--- config.mk ---
export PLATFORM = sky130hd
export DESIGN_NAME = cmos_ram_port_interface
export DESIGN_NICKNAME = d
export VERILOG_FILES = /design/src/rtl/crpi_pkg.sv /design/src/rtl/cmos_ram_port_interface.sv /design/src/rtl/crpi_ram.sv
export SDC_FILE = /design/constraint.sdc
export NUM_CORES = 1
export LEC_CHECK = 0
export BUFFER_PORTS_ARGS = -buffer_cell sky130_fd_sc_hd__buf_2
export CAP_MARGIN = 40
export CORE_MARGIN = 5
export CORE_UTILIZATION = 37
export DETAILED_ROUTE_END_ITERATION = 16
export MAX_ROUTING_LAYER = met4
export SLEW_MARGIN = 20
export SYNTH_ARGS = -nofsm -noshare
export SYNTH_HDL_FRONTEND = slang
export SYNTH_HIERARCHICAL = 1
export SYNTH_SLANG_ARGS = --single-unit
--- constraint.sdc ---
create_clock -name clk -period 6.9 [get_ports clk]
set_input_delay 0.69 -clock clk [delete_from_list [all_inputs] [get_ports clk]]
set_output_delay 0.69 -clock clk [all_outputs]
set_load 0.02 [all_outputs]
--- src/rtl/crpi_pkg.sv ---
// Shared types, codes and helpers for the CMOS RAM port interface.
`default_nettype none

package crpi_pkg;

	// Bus operation codes
	typedef enum logic [1:0] {
		OP_WRITE  = 2'd0,
		OP_READ   = 2'd1,
		OP_RELOAD = 2'd2
	} op_t;

	// Port select on writes
	typedef enum logic {
		PORT_INDEX = 1'b0,
		PORT_DATA  = 1'b1
	} port_t;

	// Configuration register indexes
	typedef enum logic [2:0] {
		CFG_FLOPPY_COUNT  = 3'd0,
		CFG_FLOPPY_TYPE0  = 3'd1,
		CFG_FLOPPY_TYPE1  = 3'd2,
		CFG_COPROC        = 3'd3,
		CFG_HDISK_COUNT   = 3'd4,
		CFG_BASE_KB       = 3'd5,
		CFG_XMS_KB        = 3'd6,
		CFG_EMS_KB        = 3'd7
	} cfg_reg_t;

	localparam int ADDR_W    = 6;
	localparam int RAM_DEPTH = 1 << ADDR_W;
	localparam int CFG_W     = 24;

	// Address map
	localparam logic [ADDR_W-1:0] ADDR_SEC       = 6'h00;
	localparam logic [ADDR_W-1:0] ADDR_MIN       = 6'h02;
	localparam logic [ADDR_W-1:0] ADDR_HOUR      = 6'h04;
	localparam logic [ADDR_W-1:0] ADDR_WDAY      = 6'h06;
	localparam logic [ADDR_W-1:0] ADDR_MDAY      = 6'h07;
	localparam logic [ADDR_W-1:0] ADDR_MONTH     = 6'h08;
	localparam logic [ADDR_W-1:0] ADDR_YEAR      = 6'h09;
	localparam logic [ADDR_W-1:0] ADDR_STAT_A    = 6'h0a;
	localparam logic [ADDR_W-1:0] ADDR_STAT_B    = 6'h0b;
	localparam logic [ADDR_W-1:0] ADDR_STAT_C    = 6'h0c;
	localparam logic [ADDR_W-1:0] ADDR_STAT_D    = 6'h0d;
	localparam logic [ADDR_W-1:0] ADDR_SHUTDOWN  = 6'h0f;
	localparam logic [ADDR_W-1:0] ADDR_CHK_HI    = 6'h2e;
	localparam logic [ADDR_W-1:0] ADDR_CHK_LO    = 6'h2f;
	localparam logic [ADDR_W-1:0] ADDR_EXT_MB_LO = 6'h30;
	localparam logic [ADDR_W-1:0] ADDR_EXT_MB_HI = 6'h31;
	localparam logic [ADDR_W-1:0] ADDR_INFO      = 6'h33;

	// Checksummed block 0x10..0x20, held in flops
	localparam logic [ADDR_W-1:0] CHK_FIRST = 6'h10;
	localparam logic [ADDR_W-1:0] CHK_LAST  = 6'h20;
	localparam int CHK_CNT   = 17;
	localparam int CHK_OFF_W = $clog2(CHK_CNT);

	// Offsets within the checksummed block
	localparam int OFF_DISK     = 0;
	localparam int OFF_HDISK    = 2;
	localparam int OFF_EQUIP    = 4;
	localparam int OFF_BASE_LO  = 5;
	localparam int OFF_BASE_HI  = 6;
	localparam int OFF_EXT_LO   = 7;
	localparam int OFF_EXT_HI   = 8;
	localparam int OFF_HD0_TYPE = 9;
	localparam int OFF_HD1_TYPE = 10;

	// Default byte values
	localparam logic [7:0] DEF_STAT_A   = 8'h26;
	localparam logic [7:0] DEF_STAT_B   = 8'h02;
	localparam logic [7:0] DEF_STAT_D   = 8'h80;
	localparam logic [7:0] DEF_SHUTDOWN = 8'h06;
	localparam logic [7:0] DEF_INFO     = 8'he1;
	localparam logic [7:0] HD_TYPE_47   = 8'd47;
	localparam logic [7:0] HD_ONE       = 8'hf0;
	localparam logic [7:0] HD_TWO       = 8'hff;

	// Extended size in MB is KB / 1024
	localparam int PEXT_SHIFT = 10;
	localparam int PEXT_W     = CFG_W - PEXT_SHIFT;

	typedef logic [CHK_CNT-1:0][7:0] chk_arr_t;

	// Read stage: a ready byte, or take the RAM output
	typedef struct packed {
		logic       use_ram;
		logic [7:0] data;
	} rd_stage_t;

	// Time/date registers answer with the supplied clock byte
	function automatic logic is_clock_addr(input logic [ADDR_W-1:0] a);
		return (a == ADDR_SEC) || (a == ADDR_MIN) || (a == ADDR_HOUR) ||
			(a == ADDR_WDAY) || (a == ADDR_MDAY) || (a == ADDR_MONTH) ||
			(a == ADDR_YEAR);
	endfunction

	// Reload value of a byte outside the checksummed block
	function automatic logic [7:0] default_byte(input logic [ADDR_W-1:0] a,
			input logic [PEXT_W-1:0] pext);
		logic [15:0] pext_ext;
		logic [7:0]  res;
		pext_ext = 16'(pext);
		unique case (a)
			ADDR_STAT_A:    res = DEF_STAT_A;
			ADDR_STAT_B:    res = DEF_STAT_B;
			ADDR_STAT_D:    res = DEF_STAT_D;
			ADDR_SHUTDOWN:  res = DEF_SHUTDOWN;
			ADDR_EXT_MB_LO: res = pext_ext[7:0];
			ADDR_EXT_MB_HI: res = pext_ext[15:8];
			ADDR_INFO:      res = DEF_INFO;
			default:        res = 8'h00;
		endcase
		return res;
	endfunction

	// Full 16-bit sum of the checksummed block
	function automatic logic [15:0] chk_sum(input chk_arr_t b);
		logic [15:0] s;
		s = '0;
		for (int i = 0; i < CHK_CNT; i++) begin
			s = s + 16'(b[i]);
		end
		return s;
	endfunction

endpackage

`default_nettype wire

--- src/rtl/cmos_ram_port_interface.sv ---
// CMOS RAM with index and data ports: top level.
//
// One bus access enters per item and a new item can be taken every clock
// while in_stall is low. Index and data writes and reloads take effect at
// the accepting edge and give no result. A read's byte passes through the
// read stage, with the registered read of the 64-byte RAM, and then the
// output register before it is on read_data. in_stall rises only while a
// read waits behind a stalled output. Bytes 0x10..0x20 live in flops with
// a running 16-bit checksum, so the checksum registers answer at once; a
// reload clears per-byte valid bits at the accepting edge, with no clearing
// pass. Config writes are always ready (cfg_ready is tied high).
`default_nettype none

module cmos_ram_port_interface (
	input  wire logic                           clk,
	input  wire logic                           arst_n,
	// input channel
	input  wire logic                           in_valid,
	output logic                                in_stall,
	input  wire logic [1:0]                     op,
	input  wire logic                           port_select,
	input  wire logic [7:0]                     write_data,
	input  wire logic [7:0]                     clock_byte,
	// result channel
	output logic                                out_valid,
	input  wire logic                           out_stall,
	output logic      [7:0]                     read_data,
	// configuration channel
	input  wire logic                           cfg_valid,
	output logic                                cfg_ready,
	input  wire logic [2:0]                     cfg_index,
	input  wire logic [crpi_pkg::CFG_W-1:0]     cfg_data
);

	import crpi_pkg::*;

	// configuration registers
	logic [1:0]  fcount_q;
	logic [3:0]  ftype0_q;
	logic [3:0]  ftype1_q;
	logic        coproc_q;
	logic [1:0]  hdcount_q;
	logic [15:0] base_kb_q;
	logic [23:0] xms_kb_q;
	logic [23:0] ems_kb_q;

	// store state
	logic [ADDR_W-1:0]    index_q;
	logic [RAM_DEPTH-1:0] valid_q;
	logic                 loaded_q;
	logic [PEXT_W-1:0]    pext_q;
	chk_arr_t             chk_bytes_q;
	logic [15:0]          checksum_q;

	// pipeline
	logic       rd_vld_s1;
	rd_stage_t  rd_s1;
	logic [7:0] ram_rdata;
	logic       out_valid_q;
	logic [7:0] read_data_q;

	logic                 accept;
	logic                 acc_write;
	logic                 acc_read;
	logic                 acc_reload;
	logic                 data_write;
	logic                 in_region;
	logic [CHK_OFF_W-1:0] chk_off;
	logic [7:0]           chk_old;
	logic                 advance;
	rd_stage_t            rd_next;

	// reload values
	logic [1:0]  fd;
	logic [1:0]  hd;
	logic [23:0] ext_kb;
	logic [7:0]  b_disk;
	logic [7:0]  b_equip;
	logic [7:0]  b_hdisk;
	logic [7:0]  b_hd1;
	chk_arr_t    chk_load;
	logic [15:0] sum_load;

	assign cfg_ready = 1'b1;

	// handshake
	assign advance    = rd_vld_s1 && (!out_valid_q || !out_stall);
	assign in_stall   = rd_vld_s1 && !advance;
	assign accept     = in_valid && !in_stall;
	assign acc_write  = accept && (op == OP_WRITE);
	assign acc_read   = accept && (op == OP_READ);
	assign acc_reload = accept && (op == OP_RELOAD);
	assign data_write = acc_write && (port_select == PORT_DATA) &&
		(index_q != ADDR_STAT_C) && (index_q != ADDR_STAT_D);

	// checksummed block lookup
	assign in_region = (index_q >= CHK_FIRST) && (index_q <= CHK_LAST);
	assign chk_off   = CHK_OFF_W'(index_q - CHK_FIRST);
	assign chk_old   = in_region ? chk_bytes_q[chk_off] : 8'h00;

	// reload defaults from the configuration
	always_comb begin
		fd      = (fcount_q == 2'd3) ? 2'd2 : fcount_q;
		hd      = (hdcount_q == 2'd3) ? 2'd2 : hdcount_q;
		ext_kb  = (xms_kb_q > ems_kb_q) ? xms_kb_q : ems_kb_q;
		b_disk  = {(fd >= 2'd1) ? ftype0_q : 4'h0, (fd >= 2'd2) ? ftype1_q : 4'h0};
		// bits 7..6 hold drive count minus one
		b_equip = (fd >= 2'd1) ? {1'b0, fd == 2'd2, 4'b0000, coproc_q, 1'b1}
			: {6'b000000, coproc_q, 1'b0};
		unique case (hd)
			2'd0:    b_hdisk = 8'h00;
			2'd1:    b_hdisk = HD_ONE;
			default: b_hdisk = HD_TWO;
		endcase
		b_hd1 = (hd == 2'd2) ? HD_TYPE_47 : 8'h00;

		chk_load               = '0;
		chk_load[OFF_DISK]     = b_disk;
		chk_load[OFF_HDISK]    = b_hdisk;
		chk_load[OFF_EQUIP]    = b_equip;
		chk_load[OFF_BASE_LO]  = base_kb_q[7:0];
		chk_load[OFF_BASE_HI]  = base_kb_q[15:8];
		chk_load[OFF_EXT_LO]   = ext_kb[7:0];
		chk_load[OFF_EXT_HI]   = ext_kb[15:8];
		chk_load[OFF_HD0_TYPE] = HD_TYPE_47;
		chk_load[OFF_HD1_TYPE] = b_hd1;

		sum_load = 16'(b_disk) + 16'(b_hdisk) + 16'(b_equip) +
			16'(base_kb_q[7:0]) + 16'(base_kb_q[15:8]) +
			16'(ext_kb[7:0]) + 16'(ext_kb[15:8]) + 16'(HD_TYPE_47) + 16'(b_hd1);
	end

	// configuration writes
	always_ff @(posedge clk or negedge arst_n) begin
		if (!arst_n) begin
			fcount_q  <= 2'd1;
			ftype0_q  <= 4'd4;
			ftype1_q  <= 4'd0;
			coproc_q  <= 1'b0;
			hdcount_q <= 2'd0;
			base_kb_q <= 16'd640;
			xms_kb_q  <= '0;
			ems_kb_q  <= '0;
		end else if (cfg_valid && cfg_ready) begin
			unique case (cfg_reg_t'(cfg_index))
				CFG_FLOPPY_COUNT: fcount_q  <= cfg_data[1:0];
				CFG_FLOPPY_TYPE0: ftype0_q  <= cfg_data[3:0];
				CFG_FLOPPY_TYPE1: ftype1_q  <= cfg_data[3:0];
				CFG_COPROC:       coproc_q  <= cfg_data[0];
				CFG_HDISK_COUNT:  hdcount_q <= cfg_data[1:0];
				CFG_BASE_KB:      base_kb_q <= cfg_data[15:0];
				CFG_XMS_KB:       xms_kb_q  <= cfg_data[23:0];
				CFG_EMS_KB:       ems_kb_q  <= cfg_data[23:0];
				default:          ;
			endcase
		end
	end

	// index register, valid bits, checksummed block
	always_ff @(posedge clk or negedge arst_n) begin
		if (!arst_n) begin
			index_q     <= '0;
			valid_q     <= '0;
			loaded_q    <= 1'b0;
			pext_q      <= '0;
			chk_bytes_q <= '0;
			checksum_q  <= '0;
		end else begin
			if (acc_write && (port_select == PORT_INDEX)) begin
				index_q <= write_data[ADDR_W-1:0];
			end
			if (data_write) begin
				valid_q[index_q] <= 1'b1;
				if (in_region) begin
					chk_bytes_q[chk_off] <= write_data;
					checksum_q           <= checksum_q - 16'(chk_old) + 16'(write_data);
				end
			end
			if (acc_reload) begin
				valid_q     <= '0;
				loaded_q    <= 1'b1;
				pext_q      <= ext_kb[CFG_W-1:PEXT_SHIFT];
				chk_bytes_q <= chk_load;
				checksum_q  <= sum_load;
			end
		end
	end

	// byte store outside the flops
	crpi_ram #(
		.WIDTH(8),
		.DEPTH(RAM_DEPTH)
	) u_ram (
		.clk   (clk),
		.we    (data_write),
		.waddr (index_q),
		.wdata (write_data),
		.re    (acc_read),
		.raddr (index_q),
		.rdata (ram_rdata)
	);

	// read source selection at acceptance
	always_comb begin
		rd_next.use_ram = 1'b0;
		priority if (is_clock_addr(index_q)) begin
			rd_next.data = clock_byte;
		end else if (index_q == ADDR_CHK_HI) begin
			rd_next.data = checksum_q[15:8];
		end else if (index_q == ADDR_CHK_LO) begin
			rd_next.data = checksum_q[7:0];
		end else if (in_region) begin
			rd_next.data = chk_old;
		end else if (valid_q[index_q]) begin
			rd_next.data    = 8'h00;
			rd_next.use_ram = 1'b1;
		end else begin
			rd_next.data = loaded_q ? default_byte(index_q, pext_q) : 8'h00;
		end
	end

	// read stage
	always_ff @(posedge clk or negedge arst_n) begin
		if (!arst_n) begin
			rd_vld_s1 <= 1'b0;
		end else if (acc_read) begin
			rd_vld_s1 <= 1'b1;
		end else if (advance) begin
			rd_vld_s1 <= 1'b0;
		end
	end

	always_ff @(posedge clk) begin
		if (acc_read) begin
			rd_s1 <= rd_next;
		end
	end

	// output register
	always_ff @(posedge clk or negedge arst_n) begin
		if (!arst_n) begin
			out_valid_q <= 1'b0;
		end else if (advance) begin
			out_valid_q <= 1'b1;
		end else if (!out_stall) begin
			out_valid_q <= 1'b0;
		end
	end

	always_ff @(posedge clk) begin
		if (advance) begin
			read_data_q <= rd_s1.use_ram ? ram_rdata : rd_s1.data;
		end
	end

	assign out_valid = out_valid_q;
	assign read_data = read_data_q;

	// checks
	a_stall_cause: assert property (@(posedge clk) disable iff (!arst_n)
		in_stall |-> (out_valid_q && out_stall && rd_vld_s1))
		else $error("input stalled without a blocked read");

	a_checksum: assert property (@(posedge clk) disable iff (!arst_n)
		checksum_q == chk_sum(chk_bytes_q))
		else $error("running checksum out of step with the block");

	a_ro_status: assert property (@(posedge clk) disable iff (!arst_n)
		!valid_q[ADDR_STAT_C] && !valid_q[ADDR_STAT_D])
		else $error("read-only status register was written");

	a_read_reaches_out: assert property (@(posedge clk) disable iff (!arst_n)
		(rd_vld_s1 && !out_stall) |=> out_valid_q)
		else $error("pending read not moved to the output");

	a_held_out: assert property (@(posedge clk) disable iff (!arst_n)
		(out_valid_q && out_stall) |=> (out_valid_q && $stable(read_data_q)))
		else $error("stalled result changed");

endmodule

`default_nettype wire

--- src/rtl/crpi_ram.sv ---
// Generic single-port-write, registered-read RAM.
`default_nettype none

module crpi_ram #(
	parameter int WIDTH = 8,
	parameter int DEPTH = 64
) (
	input  wire logic                     clk,
	input  wire logic                     we,
	input  wire logic [$clog2(DEPTH)-1:0] waddr,
	input  wire logic [WIDTH-1:0]         wdata,
	input  wire logic                     re,
	input  wire logic [$clog2(DEPTH)-1:0] raddr,
	output logic      [WIDTH-1:0]         rdata
);

	logic [WIDTH-1:0] mem_q [DEPTH];

	// write port
	always_ff @(posedge clk) begin
		if (we) begin
			mem_q[waddr] <= wdata;
		end
	end

	// registered read port
	always_ff @(posedge clk) begin
		if (re) begin
			rdata <= mem_q[raddr];
		end
	end

endmodule

`default_nettype wire
* Yosys cells after proc, flatten, opt, wreduce, memory -nomap -nowiden
Memory sizes are Yosys's and may differ from the RTL's. A register that Yosys moved wholly into a read port is not among the register bits. Index checks and enable logic that the tools add are counted.
Storage, ports and cells: register bits after elaboration 333, memory bits (writable) 512, input port bits 51, word-level logic and storage cells 172, memories kept 1
Cells by class: add/sub/neg operators 11, order comparisons 9, equal/unequal tests 32, muxes and demuxes 41, bitwise logic cells 2, reduce and logical (&&, ||, !) cells 41
Memories:
- u_ram.mem_q | words 64, bits a word 8, read ports 1, clocked after Yosys merged registers in 1, write ports 1, line crpi_ram.sv:17 | logic [WIDTH-1:0] mem_q [DEPTH];
Operators by type and width (count):
- 2-to-1 mux 136 bit | 3
- bitwise mux 136 bit | 1
- 2-to-1 mux 64 bit | 2
- 2-to-1 mux 8 bit | 10
- OR 64 bit | 1
- one-hot mux 8 bit (7 select lines) | 1
- 2-to-1 mux 16 bit | 3
- binary-select mux 8 bit (select 5 bit) | 1
- demux 8 bit (select 5 bit) | 1
- equality test 6 x 4 -> 1 bit (second input constant) | 6
- equality test 6 bit (second input constant) | 5
- greater-than comparator 24 bit | 1
- 2-to-1 mux 24 bit | 1
- equality test 6 x 3 -> 1 bit (second input constant) | 3
- AND reduction 2 bit | 9
- adder 15 x 6 -> 16 bit | 1
- adder 16 x 8 -> 16 bit | 1
- one-hot mux 8 bit (2 select lines) | 1
- subtractor 16 x 8 -> 16 bit | 1
- adder 14 x 6 -> 15 bit (second input constant) | 1
- adder 13 x 8 -> 14 bit | 1
- adder 12 x 8 -> 13 bit | 1
- logical AND 1 bit | 13
- adder 11 x 8 -> 12 bit | 1
- other kinds (35) | 67

* Logic depth before layout (Yosys ltp)
depth in word-level cells 13, depth in mapped cells 28, depth with buffers taken out 26

* Hierarchy
Netlist, hierarchy kept.
Modules (own cells, without submodules):
- crpi_ram | instances 1, cells each 940, area an instance 20246.9 µm², sequential area each 15615.0 µm²
- cmos_ram_port_interface | instances 1, cells each 1822, area an instance 18901.9 µm², sequential area each 8423.1 µm²

* Worst setup path after synthesis
No wires, ideal clock.
kind register to register, start register xms_kb_q[17], end register checksum_q[10], data arrival time 6.120 ns, data required time 6.774 ns, slack 0.654 ns, stages on the path, launching flop included 28, path buffers 2, period minus slack after synthesis 6.246 ns, path through dfrtp_1 > ha_1 > a21oi_1 > o21ai_0 > a221o_1 > nor4b_1 > a211o_1 > buf_2 > buf_2 > mux2i_1 > inv_1 > fa_1 > inv_1 > fa_1 > inv_1 > fa_1 > inv_1 > fa_1 > inv_1 > ha_1 > fa_1 > a21o_1 > a21oi_1 > o21bai_1 > a21oi_1 > nor2b_1 > o21ai_0 > a2bb2oi_1
RTL lines:
- from (decl) | line cmos_ram_port_interface.sv:44 | logic [23:0] xms_kb_q;
- from (signal assigned) | line cmos_ram_port_interface.sv:152 | CFG_XMS_KB: xms_kb_q <= cfg_data[23:0];
- greater-than comparator 24 bit | line cmos_ram_port_interface.sv:105 | ext_kb = (xms_kb_q > ems_kb_q) ? xms_kb_q : ems_kb_q;
- 2-to-1 mux 24 bit | line cmos_ram_port_interface.sv:105
- named net ext_kb[10] | line cmos_ram_port_interface.sv:76 | logic [23:0] ext_kb;
- adder 13 x 8 -> 14 bit | line cmos_ram_port_interface.sv:130 | 16'(ext_kb[7:0]) + 16'(ext_kb[15:8]) + 16'(HD_TYPE_47) + 16'(b_hd1);
- adder 14 x 6 -> 15 bit | line cmos_ram_port_interface.sv:130
- adder 15 x 6 -> 16 bit | line cmos_ram_port_interface.sv:130
- 2-to-1 mux 16 bit | line cmos_ram_port_interface.sv:179 | if (acc_reload) begin
- to (signal assigned) | line cmos_ram_port_interface.sv:176 | checksum_q <= checksum_q - 16'(chk_old) + 16'(write_data);
- to (signal assigned) | line cmos_ram_port_interface.sv:184 | checksum_q <= sum_load;
- to (decl) | line cmos_ram_port_interface.sv:53 | logic [15:0] checksum_q;
The timed path passes the listed nets, and every way through them passes these cells. A chain may end at the register's enable or synchronous reset.

* Worst setup path in the final report
start register xms_kb_q[14], end register checksum_q[10]
The elaborated chain is that of the path after synthesis.

==> results_dict.tcl <==
set metrics [dict create \
    met2WireLength_um 48300 \
    vdd_drop_max_mv 1.55 \
    yosys.area_share.simple_pct 7.56 \
    synthAdderAreaFrac_pct 4.19 \
    yosys_most_used_dff "edfxtp_1" \
    reg2reg_depth 25 \
    ys_seq_area_share_pct 61.4 \
    post-route-min-period_ns 6.43 \
    avgRoutedWirePerCell_um 23.6 \
    cts_tree "done" \
    clk_path_buf_depth 3 \
    viasPerCell 5.45 \
    vias 23600 \
    yosysMostFrequentCell "edfxtp_1" \
    p_clk_share_pct 28.6 \
    r2r-start "xms_kb_q[14]" \
    syn_inst 2762 \
    ctsResizeCount 0 \
    dieArea_um2 112000 \
    setup_violations 0 \
    fin_skew_ns 0.0748 \
    ys_types 79 \
    start_kind "register" \
    area_growth_syn_to_layout_pct 13.3 \
    async_reset_ff_share_pct 37.0 \
    status "completed" \
    end_kind "register" \
    htreeDepth 3 \
    die_y_um 335 \
    postPlaceCellArea_um2 41100 \
    post_cts.repair.setup_buffers 0 \
    coreArea_um2 105000 \
    power.share.sequential_pct 35.5 \
    path_clk_slew_ns 0.06 \
    route.met3.wl_um 6950 \
    period_share_pct 93.2 \
    cap_violations 0 \
    ys_warn_count 6 \
    wl_met1_um 44600 \
    worst_skew_pair.late_latency_ns 0.70 \
    hold_class "input port to asynchronous set/reset pin" \
    rows 119 \
    synth_top_cell_by_area "edfxtp_1" \
    top_layer "met4" \
    drt-initial-drc-count 2369 \
    nets 3007 \
    final_cell_area_um2 44400 \
    cp_max_fo 5 \
    wl_um 102000 \
    regToRegSetupSlack_ns 0.47 \
    worstPathArrival_ns 6.99 \
    final_layout_size_suffix_gt1_share_pct 21.4 \
    synth-compound-area-share_pct 6.20 \
    fmax_ghz 0.155 \
    synthTopCellsByCount "537 x edfxtp_1, 312 x dfrtp_1, 300 x nor2_1" \
    synth_edf_count 537 \
    power_frac_comb_pct 35.9 \
    cts_sinks 853 \
    synth_area_um2 39100 \
    fin_cells 4323 \
    power.density_nw_per_um2 390 \
    ant_nets 0 \
    place_congestion 0.876 \
    antenna_found_initial 3 \
    grt-ovfl-total 0 \
    worstMarginPinSlew_ns 0.941 \
    initial_core_util_pct 37.2 \
    syn-num-nets 2916 \
    synthXorXnorAreaFrac_pct 0.470 \
    required_ns 7.46 \
    max_slew_margin_pct 37.3 \
    leakage_nw 16.8 \
    port_buffers 60 \
    dp_cells 4126 \
    drc_errors 0 \
    power.switching_mw 5.99 \
    synth.top_cell.area_share_pct 41.2 \
    switching_share_pct 34.6 \
    grt_use_total_pct 18.5 \
    r2r-end "checksum_q[10]" \
    synth.area.top_cells "edfxtp_1 41%, dfrtp_1 20%, mux4_2 10%" \
    drv_slew 0 \
    cts_hold_buffers 0 \
    power_mw 17.3 \
    synthMuxAreaShare_pct 16.5 \
    synth_seq_cells 853 \
    hpwl_um 67200 \
    internal_power_mw 11.3 \
    grt_pass1_vias 23200 \
    grt_max_degree 150 \
    critPathLaunch "xms_kb_q[14]" \
    timing.critical_path.to "checksum_q[10]" \
    numCtsBuffers 92 \
    cts-root-buf "clkbuf_16" \
    grt_pass1_wl_um 154000 \
    avgSynthCellArea_um2 14.2 \
    hold_violations 0 \
    tns_ns 0 \
    synth_top_family_by_area "multiplexers" \
    critPathKind "register to register" \
    rsz0062_at_grt "no" \
    drtPass1Iterations 5 \
    ioPinCount 62 \
    die_w_um 335 \
]
==> power groups by stage <==
stage	Sequential [mW]	Combinational [mW]	Clock, mW
after global placement	6.25	6.21	0
final	6.14	6.21	4.95
after CTS	6.13	6.28	5.05
after global routing	6.17	6.97	5.27
after detailed placement	6.23	6.24	0
after floorplan	6.01	4.59	0
==> placed cells by master, fill, tap and decap left out, types with 23 or more instances in the layout <==
master	n
edfxtp_1	537
dfrtp_1	306
nor2_1	300
a21oi_1	193
mux4_2	175
inv_1	151
nand2_1	134
mux2i_1	130
mux2_2	108
clkbuf_16	93
buf_4	92
o21ai_0	68
buf_2	58
nand3_1	56
ha_1	56
fa_1	47
nor2b_1	37
a211oi_1	30
clkbuf_1	23
==> cells by family (layout without fill, tap and decap cells) <==
family / Yosys count / count (layout)
flip-flops: 853 / 853
AND/OR/NAND/NOR: 642 / 642
multiplexers: 413 / 413
AO/OA/AOI/OAI: 406 / 406
buffers and inverters: 323 / 490
adder cells (fa/ha/maj): 103 / 103
XOR/XNOR: 21 / 21
other: 1 / 4
==> critical path, stage by stage, from the launching register on <==
cell	delay (ns)
dfrtp_1	0.40
ha_1	0.30
nand3_1	0.13
or4_1	0.59
a21oi_1	0.18
nor4b_1	0.07
a211o_2	0.36
mux2i_1	0.26
inv_1	0.10
fa_1	0.54
inv_1	0.05
fa_1	0.47
inv_1	0.06
fa_1	0.54
inv_1	0.06
fa_1	0.53
inv_1	0.04
ha_1	0.21
fa_1	0.40
a21o_1	0.19
a21oi_1	0.22
o21bai_1	0.09
a21oi_1	0.22
nor2b_1	0.07
o21ai_0	0.17
a2bb2oi_1	0.08
==> flip-flops by register name, summed over array words and instances (netlist names), 4 cells and up <==
name,count
base_kb_q,16
checksum_q,16
chk_bytes_q,136
ems_kb_q,24
ftype0_q,4
ftype1_q,4
index_q,6
pext_q,14
rd_s1,9
read_data,8
u_ram/mem_q,512
u_ram/rdata,8
valid_q,64
xms_kb_q,24
==> layer usage <==
metal / GRT usage [%] / up-vias
met3: 3.12 / 159
met2: 28.5 / 804
li1: - / 10400
met4: 4.12 / 0
met5: - / -
met1: 26.0 / 12200
==> stage by stage <==
step	utilization, %	hold slack (ns)	setup slack (ns)
final	42.2	0.0136	0.469
after detailed placement	39.1	0.452	0.359
after global routing	42.1	0.0648	0.0274
after global placement	38.8	0.451	0.486
after CTS	41.9	0.0348	0.354
after floorplan	-	0.394	0.654
==> area by class of cell <==
cell class	instances	area [um2]
fillers	9504	60900
clock inverters	50	562
well taps	1391	1740
clock buffers	120	2470
multi-input cells	1586	13700
diodes	3	7.51
inverters	155	582
flip-flops and latches	853	24100
repair buffers	165	1240
==> worst min path at each step <==
stage,end,slack (ns),cells after the start
floorplan,base_kb_q[0],0.39,0
global placement,loaded_q,0.45,1
detailed placement,loaded_q,0.45,1
CTS,ems_kb_q[20],0.03,1
global route,xms_kb_q[17],0.06,1
finish,ems_kb_q[20],0.01,1
Power figures use the tool's default switching activity.
